$ cat src/gtm_pkg.sv
`timescale 1ns / 1ps

package gtm_pkg;

  localparam int MAX_BLOCK = 4096;

  localparam logic [12:0] BLOCK_MIN = 13'd2;
  localparam logic [12:0] BLOCK_MAX = 13'(MAX_BLOCK);

  localparam logic [12:0] BLOCK_RESET = 13'd205;
  localparam logic signed [15:0] COS_RESET = 16'sd0;
  localparam logic signed [15:0] SIN_RESET = 16'sd16384;

  // Scaled component cap, 2^25
  localparam logic [25:0] QUOT_CAP = 26'h2000000;

  localparam int ROOT_STEPS = 26;
  localparam int QUOT_STEPS = 26;

  localparam logic [1:0] CFG_COS   = 2'd0;
  localparam logic [1:0] CFG_SIN   = 2'd1;
  localparam logic [1:0] CFG_BLOCK = 2'd2;

  typedef enum logic [2:0] {
    MS_COS_S1,
    MS_COS_S2,
    MS_SIN_S2,
    MS_RE_SQ,
    MS_IM_SQ
  } mul_sel_t;

  typedef enum logic [2:0] {
    ACC_HOLD,
    ACC_CLEAR,
    ACC_LOAD_S1,
    ACC_ADD,
    ACC_SUB
  } acc_op_t;

  typedef struct packed {
    logic     load_x;
    mul_sel_t mul_sel;
    logic [1:0] mul_k;
    acc_op_t  acc_op;
    logic     update;
    logic     div_start;
    logic     store_re;
    logic     store_im;
    logic     sqrt_start;
    logic     out_load;
  } cmd_t;

  typedef struct packed {
    logic last;
    logic div_done;
    logic sqrt_done;
    logic out_free;
  } sts_t;

endpackage

$ cat src/gtm_div.sv
`timescale 1ns / 1ps

module gtm_div import gtm_pkg::*; (
  input  logic               clk,
  input  logic               rst,
  input  logic               start,
  input  logic signed [64:0] dividend,
  input  logic [12:0]        divisor,
  output logic               done,
  output logic [25:0]        quotient
);

  typedef enum logic [2:0] {
    D_IDLE,
    D_PREP,
    D_CHECK,
    D_ITER,
    D_FIN
  } dstate_t;

  dstate_t     state;
  logic [63:0] num;
  logic [25:0] lo;
  logic [12:0] rem;
  logic [25:0] q;
  logic [4:0]  cnt;

  logic [64:0] neg;
  logic [63:0] a_abs;
  logic [63:0] sum;
  logic [32:0] hi;
  logic [13:0] rem2;
  logic [13:0] rem_sub;

  always_comb begin
    neg     = -dividend;
    a_abs   = dividend[64] ? neg[63:0] : dividend[63:0];
    // rounding offset d/2 with d = 32*N
    sum     = num + {47'd0, divisor, 4'd0};
    hi      = num[58:26];
    rem2    = {rem, lo[25]};
    rem_sub = rem2 - {1'b0, divisor};
  end

  always_ff @(posedge clk) begin
    if (rst) begin
      state <= D_IDLE;
    end else begin
      case (state)
        D_IDLE: begin
          if (start) begin
            num   <= a_abs;
            state <= D_PREP;
          end
        end
        D_PREP: begin
          num   <= {5'd0, sum[63:5]};
          state <= D_CHECK;
        end
        D_CHECK: begin
          if (hi >= {20'd0, divisor}) begin
            q     <= QUOT_CAP;
            state <= D_FIN;
          end else begin
            rem   <= hi[12:0];
            lo    <= num[25:0];
            q     <= '0;
            cnt   <= 5'(QUOT_STEPS);
            state <= D_ITER;
          end
        end
        D_ITER: begin
          if (rem2 >= {1'b0, divisor}) begin
            rem <= rem_sub[12:0];
            q   <= {q[24:0], 1'b1};
          end else begin
            rem <= rem2[12:0];
            q   <= {q[24:0], 1'b0};
          end
          lo  <= {lo[24:0], 1'b0};
          cnt <= cnt - 5'd1;
          if (cnt == 5'd1) begin
            state <= D_FIN;
          end
        end
        D_FIN: begin
          state <= D_IDLE;
        end
        default: begin
          state <= D_IDLE;
        end
      endcase
    end
  end

  assign done     = (state == D_FIN);
  assign quotient = (q > QUOT_CAP) ? QUOT_CAP : q;

endmodule

$ cat src/gtm_sqrt.sv
`timescale 1ns / 1ps

module gtm_sqrt import gtm_pkg::*; (
  input  logic        clk,
  input  logic        rst,
  input  logic        start,
  input  logic [51:0] radicand,
  output logic        done,
  output logic [25:0] root
);

  typedef enum logic [1:0] {
    S_IDLE,
    S_ITER,
    S_FIN
  } sstate_t;

  sstate_t     state;
  logic [51:0] rad;
  logic [27:0] rem;
  logic [25:0] res;
  logic [4:0]  cnt;

  logic [29:0] rem2;
  logic [29:0] trial;
  logic [29:0] diff;

  always_comb begin
    rem2  = {rem, rad[51:50]};
    trial = {2'd0, res, 2'b01};
    diff  = rem2 - trial;
  end

  always_ff @(posedge clk) begin
    if (rst) begin
      state <= S_IDLE;
    end else begin
      case (state)
        S_IDLE: begin
          if (start) begin
            rad   <= radicand;
            rem   <= '0;
            res   <= '0;
            cnt   <= 5'(ROOT_STEPS);
            state <= S_ITER;
          end
        end
        S_ITER: begin
          if (rem2 >= trial) begin
            rem <= diff[27:0];
            res <= {res[24:0], 1'b1};
          end else begin
            rem <= rem2[27:0];
            res <= {res[24:0], 1'b0};
          end
          rad <= {rad[49:0], 2'b00};
          cnt <= cnt - 5'd1;
          if (cnt == 5'd1) begin
            state <= S_FIN;
          end
        end
        S_FIN: begin
          state <= S_IDLE;
        end
        default: begin
          state <= S_IDLE;
        end
      endcase
    end
  end

  assign done = (state == S_FIN);
  assign root = res;

endmodule

$ cat src/gtm_datapath.sv
`timescale 1ns / 1ps

module gtm_datapath import gtm_pkg::*; (
  input  logic               clk,
  input  logic               rst,
  input  logic               cfg_write,
  input  logic [1:0]         cfg_index,
  input  logic [15:0]        cfg_data,
  input  logic signed [15:0] sample,
  input  logic               out_stall,
  input  cmd_t               cmd,
  output sts_t               sts,
  output logic               out_valid,
  output logic [15:0]        magnitude
);

  logic signed [15:0] cos_c;
  logic signed [15:0] sin_c;
  logic [12:0]        blen;

  logic signed [47:0] s1;
  logic signed [47:0] s2;
  logic [12:0]        seen;
  logic signed [15:0] x;

  logic signed [53:0] prod;
  logic [1:0]         prod_k;
  logic signed [64:0] acc;
  logic [25:0]        re8;
  logic [25:0]        im8;

  logic [12:0]        n;
  logic [12:0]        seen_inc;
  logic signed [47:0] src;
  logic signed [26:0] chunk;
  logic signed [26:0] mul_a;
  logic signed [26:0] mul_b;
  logic signed [64:0] prod_ext;
  logic signed [64:0] addend;
  logic [47:0]        term;
  logic [47:0]        snew;

  logic               div_done;
  logic [25:0]        quot;
  logic               sqrt_done;
  logic [25:0]        root;

  always_comb begin
    if (blen < BLOCK_MIN) begin
      n = BLOCK_MIN;
    end else if (blen > BLOCK_MAX) begin
      n = BLOCK_MAX;
    end else begin
      n = blen;
    end
    seen_inc = seen + 13'd1;

    src = (cmd.mul_sel == MS_COS_S1) ? s1 : s2;
    case (cmd.mul_k)
      2'd0:    chunk = {11'd0, src[15:0]};
      2'd1:    chunk = {11'd0, src[31:16]};
      default: chunk = {{11{src[47]}}, src[47:32]};
    endcase

    case (cmd.mul_sel)
      MS_COS_S1, MS_COS_S2: begin
        mul_a = {{11{cos_c[15]}}, cos_c};
        mul_b = chunk;
      end
      MS_SIN_S2: begin
        mul_a = {{11{sin_c[15]}}, sin_c};
        mul_b = chunk;
      end
      MS_RE_SQ: begin
        mul_a = {1'b0, re8};
        mul_b = {1'b0, re8};
      end
      default: begin
        mul_a = {1'b0, im8};
        mul_b = {1'b0, im8};
      end
    endcase

    prod_ext = {{11{prod[53]}}, prod};
    case (prod_k)
      2'd0:    addend = prod_ext;
      2'd1:    addend = {prod_ext[48:0], 16'd0};
      default: addend = {prod_ext[32:0], 32'd0};
    endcase

    // round half up, then divide by 8192
    term = acc[60:13] + {47'd0, acc[12]};
    snew = {{32{x[15]}}, x} + term - s2;
  end

  always_ff @(posedge clk) begin
    if (rst) begin
      cos_c <= COS_RESET;
      sin_c <= SIN_RESET;
      blen  <= BLOCK_RESET;
    end else if (cfg_write) begin
      case (cfg_index)
        CFG_COS:   cos_c <= cfg_data;
        CFG_SIN:   sin_c <= cfg_data;
        CFG_BLOCK: blen  <= cfg_data[12:0];
        default:   ;
      endcase
    end
  end

  always_ff @(posedge clk) begin
    if (rst) begin
      s1   <= '0;
      s2   <= '0;
      seen <= '0;
    end else if (cmd.out_load) begin
      s1   <= '0;
      s2   <= '0;
      seen <= '0;
    end else if (cmd.update) begin
      s2   <= s1;
      s1   <= snew;
      seen <= seen_inc;
    end
  end

  always_ff @(posedge clk) begin
    if (cmd.load_x) begin
      x <= sample;
    end
    prod   <= mul_a * mul_b;
    prod_k <= cmd.mul_k;
    case (cmd.acc_op)
      ACC_CLEAR:   acc <= '0;
      ACC_LOAD_S1: acc <= {{3{s1[47]}}, s1, 14'd0};
      ACC_ADD:     acc <= acc + addend;
      ACC_SUB:     acc <= acc - addend;
      default:     ;
    endcase
    if (cmd.store_re) begin
      re8 <= quot;
    end
    if (cmd.store_im) begin
      im8 <= quot;
    end
  end

  gtm_div u_div (
    .clk      (clk),
    .rst      (rst),
    .start    (cmd.div_start),
    .dividend (acc),
    .divisor  (n),
    .done     (div_done),
    .quotient (quot)
  );

  gtm_sqrt u_sqrt (
    .clk      (clk),
    .rst      (rst),
    .start    (cmd.sqrt_start),
    .radicand (acc[51:0]),
    .done     (sqrt_done),
    .root     (root)
  );

  always_ff @(posedge clk) begin
    if (rst) begin
      out_valid <= 1'b0;
    end else if (cmd.out_load) begin
      out_valid <= 1'b1;
    end else if (!out_stall) begin
      out_valid <= 1'b0;
    end
  end

  always_ff @(posedge clk) begin
    if (cmd.out_load) begin
      magnitude <= (root[25:24] != 2'd0) ? 16'hFFFF : root[23:8];
    end
  end

  always_comb begin
    sts.last      = (seen_inc >= n);
    sts.div_done  = div_done;
    sts.sqrt_done = sqrt_done;
    sts.out_free  = !out_valid || !out_stall;
  end

endmodule

$ cat src/gtm_ctrl.sv
`timescale 1ns / 1ps

module gtm_ctrl import gtm_pkg::*; (
  input  logic clk,
  input  logic rst,
  input  logic in_valid,
  input  sts_t sts,
  output logic in_stall,
  output cmd_t cmd
);

  typedef enum logic [3:0] {
    IDLE,
    MUL,
    MTAIL,
    UPDATE,
    DIV_START,
    DIV_WAIT,
    SQ0,
    SQ1,
    SQ2,
    SQRT_START,
    SQRT_WAIT,
    OUTPUT
  } state_t;

  typedef enum logic [1:0] {
    PH_RECUR,
    PH_RE,
    PH_IM
  } phase_t;

  state_t     state;
  phase_t     phase;
  logic [1:0] k;

  mul_sel_t   phase_sel;
  acc_op_t    acc_init;
  acc_op_t    acc_step;

  always_comb begin
    case (phase)
      PH_RE: begin
        phase_sel = MS_COS_S2;
        acc_init  = ACC_LOAD_S1;
        acc_step  = ACC_SUB;
      end
      PH_IM: begin
        phase_sel = MS_SIN_S2;
        acc_init  = ACC_CLEAR;
        acc_step  = ACC_ADD;
      end
      default: begin
        phase_sel = MS_COS_S1;
        acc_init  = ACC_CLEAR;
        acc_step  = ACC_ADD;
      end
    endcase

    cmd.load_x     = 1'b0;
    cmd.mul_sel    = phase_sel;
    cmd.mul_k      = 2'd0;
    cmd.acc_op     = ACC_HOLD;
    cmd.update     = 1'b0;
    cmd.div_start  = 1'b0;
    cmd.store_re   = 1'b0;
    cmd.store_im   = 1'b0;
    cmd.sqrt_start = 1'b0;
    cmd.out_load   = 1'b0;

    case (state)
      IDLE: begin
        cmd.load_x = in_valid;
      end
      MUL: begin
        cmd.mul_k  = k;
        cmd.acc_op = (k == 2'd0) ? acc_init : acc_step;
      end
      MTAIL: begin
        cmd.acc_op = acc_step;
      end
      UPDATE: begin
        cmd.update = 1'b1;
      end
      DIV_START: begin
        cmd.div_start = 1'b1;
      end
      DIV_WAIT: begin
        cmd.store_re = sts.div_done && (phase == PH_RE);
        cmd.store_im = sts.div_done && (phase == PH_IM);
      end
      SQ0: begin
        cmd.mul_sel = MS_RE_SQ;
        cmd.acc_op  = ACC_CLEAR;
      end
      SQ1: begin
        cmd.mul_sel = MS_IM_SQ;
        cmd.acc_op  = ACC_ADD;
      end
      SQ2: begin
        cmd.acc_op = ACC_ADD;
      end
      SQRT_START: begin
        cmd.sqrt_start = 1'b1;
      end
      OUTPUT: begin
        cmd.out_load = sts.out_free;
      end
      default: ;
    endcase
  end

  always_ff @(posedge clk) begin
    if (rst) begin
      state <= IDLE;
      phase <= PH_RECUR;
      k     <= 2'd0;
    end else begin
      case (state)
        IDLE: begin
          if (in_valid) begin
            phase <= PH_RECUR;
            k     <= 2'd0;
            state <= MUL;
          end
        end
        MUL: begin
          k <= k + 2'd1;
          if (k == 2'd2) begin
            state <= MTAIL;
          end
        end
        MTAIL: begin
          state <= (phase == PH_RECUR) ? UPDATE : DIV_START;
        end
        UPDATE: begin
          if (sts.last) begin
            phase <= PH_RE;
            k     <= 2'd0;
            state <= MUL;
          end else begin
            state <= IDLE;
          end
        end
        DIV_START: begin
          state <= DIV_WAIT;
        end
        DIV_WAIT: begin
          if (sts.div_done) begin
            if (phase == PH_RE) begin
              phase <= PH_IM;
              k     <= 2'd0;
              state <= MUL;
            end else begin
              state <= SQ0;
            end
          end
        end
        SQ0: begin
          state <= SQ1;
        end
        SQ1: begin
          state <= SQ2;
        end
        SQ2: begin
          state <= SQRT_START;
        end
        SQRT_START: begin
          state <= SQRT_WAIT;
        end
        SQRT_WAIT: begin
          if (sts.sqrt_done) begin
            state <= OUTPUT;
          end
        end
        OUTPUT: begin
          if (sts.out_free) begin
            state <= IDLE;
          end
        end
        default: begin
          state <= IDLE;
        end
      endcase
    end
  end

  assign in_stall = (state != IDLE);

endmodule

$ cat src/goertzel_tone_magnitude.sv
// Single-bin Goertzel tone detector. Signed 16-bit samples enter one per
// transaction; each sample is worked through the three partial products
// of the 48-bit recurrence state through one shared 27x27 multiplier plus
// accumulate and state update before the next sample is taken. After the
// sample that completes a block (block_length, clamped to 2..4096), the
// real and imaginary parts each go through the shared multiplier and a
// bit-serial divider, then a 26-step square root. One magnitude per block
// leaves through an output register, so the next block's samples are taken
// while a result waits. Write cos_coeff and sin_coeff in Q1.14 and
// block_length only while the block is idle.
`timescale 1ns / 1ps

module goertzel_tone_magnitude import gtm_pkg::*; (
  input  logic               clk,
  input  logic               rst,
  input  logic               cfg_write,
  input  logic [1:0]         cfg_index,
  input  logic [15:0]        cfg_data,
  input  logic               in_valid,
  output logic               in_stall,
  input  logic signed [15:0] sample,
  output logic               out_valid,
  input  logic               out_stall,
  output logic [15:0]        magnitude
);

  cmd_t cmd;
  sts_t sts;

  gtm_ctrl u_ctrl (
    .clk      (clk),
    .rst      (rst),
    .in_valid (in_valid),
    .sts      (sts),
    .in_stall (in_stall),
    .cmd      (cmd)
  );

  gtm_datapath u_datapath (
    .clk       (clk),
    .rst       (rst),
    .cfg_write (cfg_write),
    .cfg_index (cfg_index),
    .cfg_data  (cfg_data),
    .sample    (sample),
    .out_stall (out_stall),
    .cmd       (cmd),
    .sts       (sts),
    .out_valid (out_valid),
    .magnitude (magnitude)
  );

endmodule
$ cat config.mk
export PLATFORM = sky130hd
export DESIGN_NAME = goertzel_tone_magnitude
export DESIGN_NICKNAME = d
export VERILOG_FILES = /design/src/gtm_pkg.sv /design/src/gtm_div.sv /design/src/gtm_sqrt.sv /design/src/gtm_datapath.sv /design/src/gtm_ctrl.sv /design/src/goertzel_tone_magnitude.sv
export SDC_FILE = /design/constraint.sdc
export NUM_CORES = 2
export LEC_CHECK = 0
export BUFFER_PORTS_ARGS = -buffer_cell sky130_fd_sc_hd__buf_2
export CORE_MARGIN = 1
export CORE_UTILIZATION = 40
export DETAILED_ROUTE_END_ITERATION = 8
export GPL_TIMING_DRIVEN = 0
export HOLD_SLACK_MARGIN = 0.02
export MAX_ROUTING_LAYER = met4
export PLACE_DENSITY = 0.62
export SLEW_MARGIN = 10
export SYNTH_ARGS = -nofsm -noshare
export SYNTH_HDL_FRONTEND = slang
export SYNTH_SLANG_ARGS = --single-unit
$ cat constraint.sdc
create_clock -name clk -period 8.9 [get_ports clk]
set_input_delay 0.89 -clock clk [delete_from_list [all_inputs] [get_ports clk]]
set_output_delay 0.89 -clock clk [all_outputs]
set_load 0.005 [all_outputs]
==> metrics.txt <==
Routed WL per cell=roughly 26 um; fin crit period=between 9000 and 10000 ps; max_cap viols=0; CP dominant cell by count=buf_4; RSZ-0062 raised after global routing=yes; Mapped Avg Cell Area=~8.7 sq um; crit path DAT=between 9000 and 10000 ps; Iter 0 DRT Violations=5508; Clk Latency, worst-skew pair=680 ps; Yosys reg bits=618; post-route setup TNS=-3290 ps; CTS clk-pin slew, worst paths=roughly 70 ps; Slew Limit Fails=0; static leakage=33.3 nW; setup ws final=-463 ps; Req. time, crit path=9440 ps; total core area=163000 sq um; Sink Count=roughly 600; Sequential Power Share=22.7%; slew margin rel.=~5.6%; FILL cells=~16000; drt pass-1 iters=5; Vias=approximately 56000; initial core utilization=approximately two fifths; TritonCTS clock tree=done; final hold vios=0; Peak VDD IR=0.000229 V; port bufs=between 50 and 60; clk root buf=clkbuf_16; final setup vio count=14; Post-synth EDFFs=between 300 and 400; Die ar.=between 150000 and 200000 sq um; Critical Path Slowest Stage Cell=fa_2; Net Switching=a little over 8 mW; sequential area share after synthesis=24.8%; Worst Hold Class=in -> reg; slowest stage delay, CP=640 ps; total power=roughly 17 mW; routability cong.=1.05; final wirelength=around 260000 um; Comb pwr share=59.7%; row cnt=~150; Area Overhead vs Synth=17.0%; Mapped Cells=7562; status=complete, but fails checks; Critical Path Sink Type=flip-flop; cell area after synthesis=65800 sq um; Die W=about 400 um; DRC violation count after routing=0; total gr overflow=0; Vias per Instance=5.55; Sw Share=roughly half; largest net degree at the start of global routing=29; Yosys Warn Count=0; number of global-route vias before repair=56800; met3 wire length=~22000 um; failing checks=negative setup slack; DR top layer=met4; dominant synthesized flop cell=edfxtp_1; Max Clock Skew=30.0 ps; Setup crit start kind=flip-flop; Final nets=a little over 9000; initial antenna violation count=7; post-synthesis async set-or-reset flop share=0%; share of cells above drive strength 1=13.0%; DR WL met2=between 100000 and 150000 um; GRT Overall Usage=around 32%; Yosys cell types=approximately 80; Power Dens Cells=~220 nW/um^2; Multi-input gate area=around 46000 sq um; Final Cycle Share=105%; antenna viol nets, final=0; critical-path maximum fanout=10; global-route wire length before repair=around 380000 um; Ports=57; H-Tree Depth=3; FF/Latch Area=16300 sq um; Post-Place Cells=around 9800; cts bufs inserted=70; DRT met1 WL=about 110000 um; Mapped Nets=around 8800; internal power=8.86 mW; Clock Power Share=17.6%; chip height=approximately 400 um; final non-filler cell total=~10000; f_max=~110 MHz; Worst-Margin Slew=roughly 1400 ps; CP Class=reg -> reg; DP HPWL=approximately 210000 um; CTS Buffer Depth=3
## state kept, by name, indices dropped and copies added, names as in the netlist, 3 cells and up
| signal | flops |
|---|---|
| u_datapath.acc | 65 |
| u_datapath.u_div.num | 64 |
| u_datapath.prod | 54 |
| u_datapath.u_sqrt.rad | 52 |
| u_datapath.s1 | 48 |
| u_datapath.s2 | 48 |
| u_datapath.u_sqrt.rem | 28 |
| u_datapath.im8 | 26 |
| u_datapath.re8 | 26 |
| u_datapath.u_div.lo | 26 |
| u_datapath.u_div.q | 26 |
| u_datapath.u_sqrt.root | 26 |
| u_datapath.cos_c | 16 |
| u_datapath.magnitude | 16 |
| u_datapath.sin_c | 16 |
| u_datapath.x | 16 |
| u_datapath.blen | 13 |
| u_datapath.seen | 13 |
| u_datapath.u_div.rem | 13 |
| u_datapath.u_div.cnt | 5 |
| u_datapath.u_sqrt.cnt | 5 |
| u_ctrl.state | 4 |
| u_datapath.u_div.state | 3 |
## stage by stage
step           cell area, sq um  util, %  setup WS (ps)  hold WS [ps]
2_1_floorplan             65800        -           41.8           432
3_3_place_gp              68800     42.2          -5300           437
3_5_place_dp              69500     42.7          -4260           442
4_1_cts                   76200     46.7           -386           347
5_1_grt                   77000     47.2           -665           370
6_report                  77000     47.2           -463           383
## worst max-delay path, delay by kind of cell, from the launching register on
| family | cells | cell delay, ps |
|---|---|---|
| flip-flops | 1 | 370 |
| XOR/XNOR | 1 | 140 |
| AND/OR/NAND/NOR | 7 | 750 |
| AO/OA/AOI/OAI | 5 | 960 |
| buffers and inverters | 22 | 3000 |
| adder cells (fa/ha/maj) | 8 | 3970 |
## power groups by stage
stage | Sequential (mW) | Combinational, mW | Clock [mW]
detailed placement | 3.92 | 9.74 | 0
floorplan | 3.67 | 7.00 | 0
global placement | 3.95 | 9.70 | 0
finish | 3.89 | 10.2 | 3.01
global route | 3.89 | 11.1 | 3.14
CTS | 3.86 | 9.99 | 3.04
## metal layers
layer  vias to the layer above  GRT usage (%)
met1                     28300           41.2
met4                         0           15.7
met2                      2347           48.3
met3                       534           6.07
met5                         -              -
li1                      25300              -
## Yosys cell counts (all sizes together), types with 116 or more instances
| library cell | n | area [sq um] |
|---|---|---|
| fa | 812 | 16300 |
| xor2 | 167 | 1460 |
| inv | 1176 | 4410 |
| edfxtp | 394 | 11800 |
| a21o | 121 | 908 |
| nand3 | 116 | 581 |
| ha | 358 | 4480 |
| xnor2 | 227 | 1990 |
| nor2 | 777 | 2920 |
| a21oi | 494 | 2470 |
| o21ai | 310 | 1550 |
| dfxtp | 224 | 4480 |
| nand2 | 1064 | 3990 |
| clkbuf | 290 | 1090 |
## placed cells by master, fill, tap and decap left out, drive strengths merged, types with 108 or more instances in the layout
cell type / count
inv: 1181
nand2: 1064
fa: 812
nor2: 777
a21oi: 494
edfxtp: 394
buf: 370
ha: 358
clkbuf: 348
o21ai: 311
xnor2: 227
dfxtp: 224
xor2: 167
a21o: 121
nand3: 116
nor3: 108
## cells by family (layout without fill, tap and decap cells)
family	count (synthesis)	in the layout	synth area share, %
mux	95	95	1.47
compound gates	1270	1271	11.7
simple gates	2509	2509	16.7
flops	618	618	24.8
buf+inv	1506	1939	8.62
fa+ha+maj	1170	1170	31.5
xor+xnor	394	394	5.25
other cells	0	4	0
## layout make-up
type / count / share of cell area (%)
plain buffers: 313 / 2.71
clock buffers: 88 / 2.51
inverters: 1178 / 5.78
clock inverters: 42 / 0.488
well taps: 2175 / 3.54
flip-flops and latches: 618 / 21.2
repair buffers: 318 / 3.75
diodes: 4 / 0.0130
multi-input cells: 5439 / 60.0
## path summary, 6_finish.rpt
path,start,to,slack [ps],cells after the start
max,u_ctrl.phase[1],u_datapath.prod[42],-460,43
min,sample[3],u_datapath.x[3],380,1
max reg2reg,u_ctrl.phase[1],u_datapath.prod[42],-460,43
min reg2reg,u_datapath.cos_c[8],u_datapath.cos_c[8],450,2
## timing repair
action,4_1_cts,5_1_grt
resized for setup,736,136
buffers inserted,173,44
hold buffers,0,0
setup endpoints to repair,45,25
pin swaps,165,89
cloned,3,1
Power figures use the tool's default switching activity.
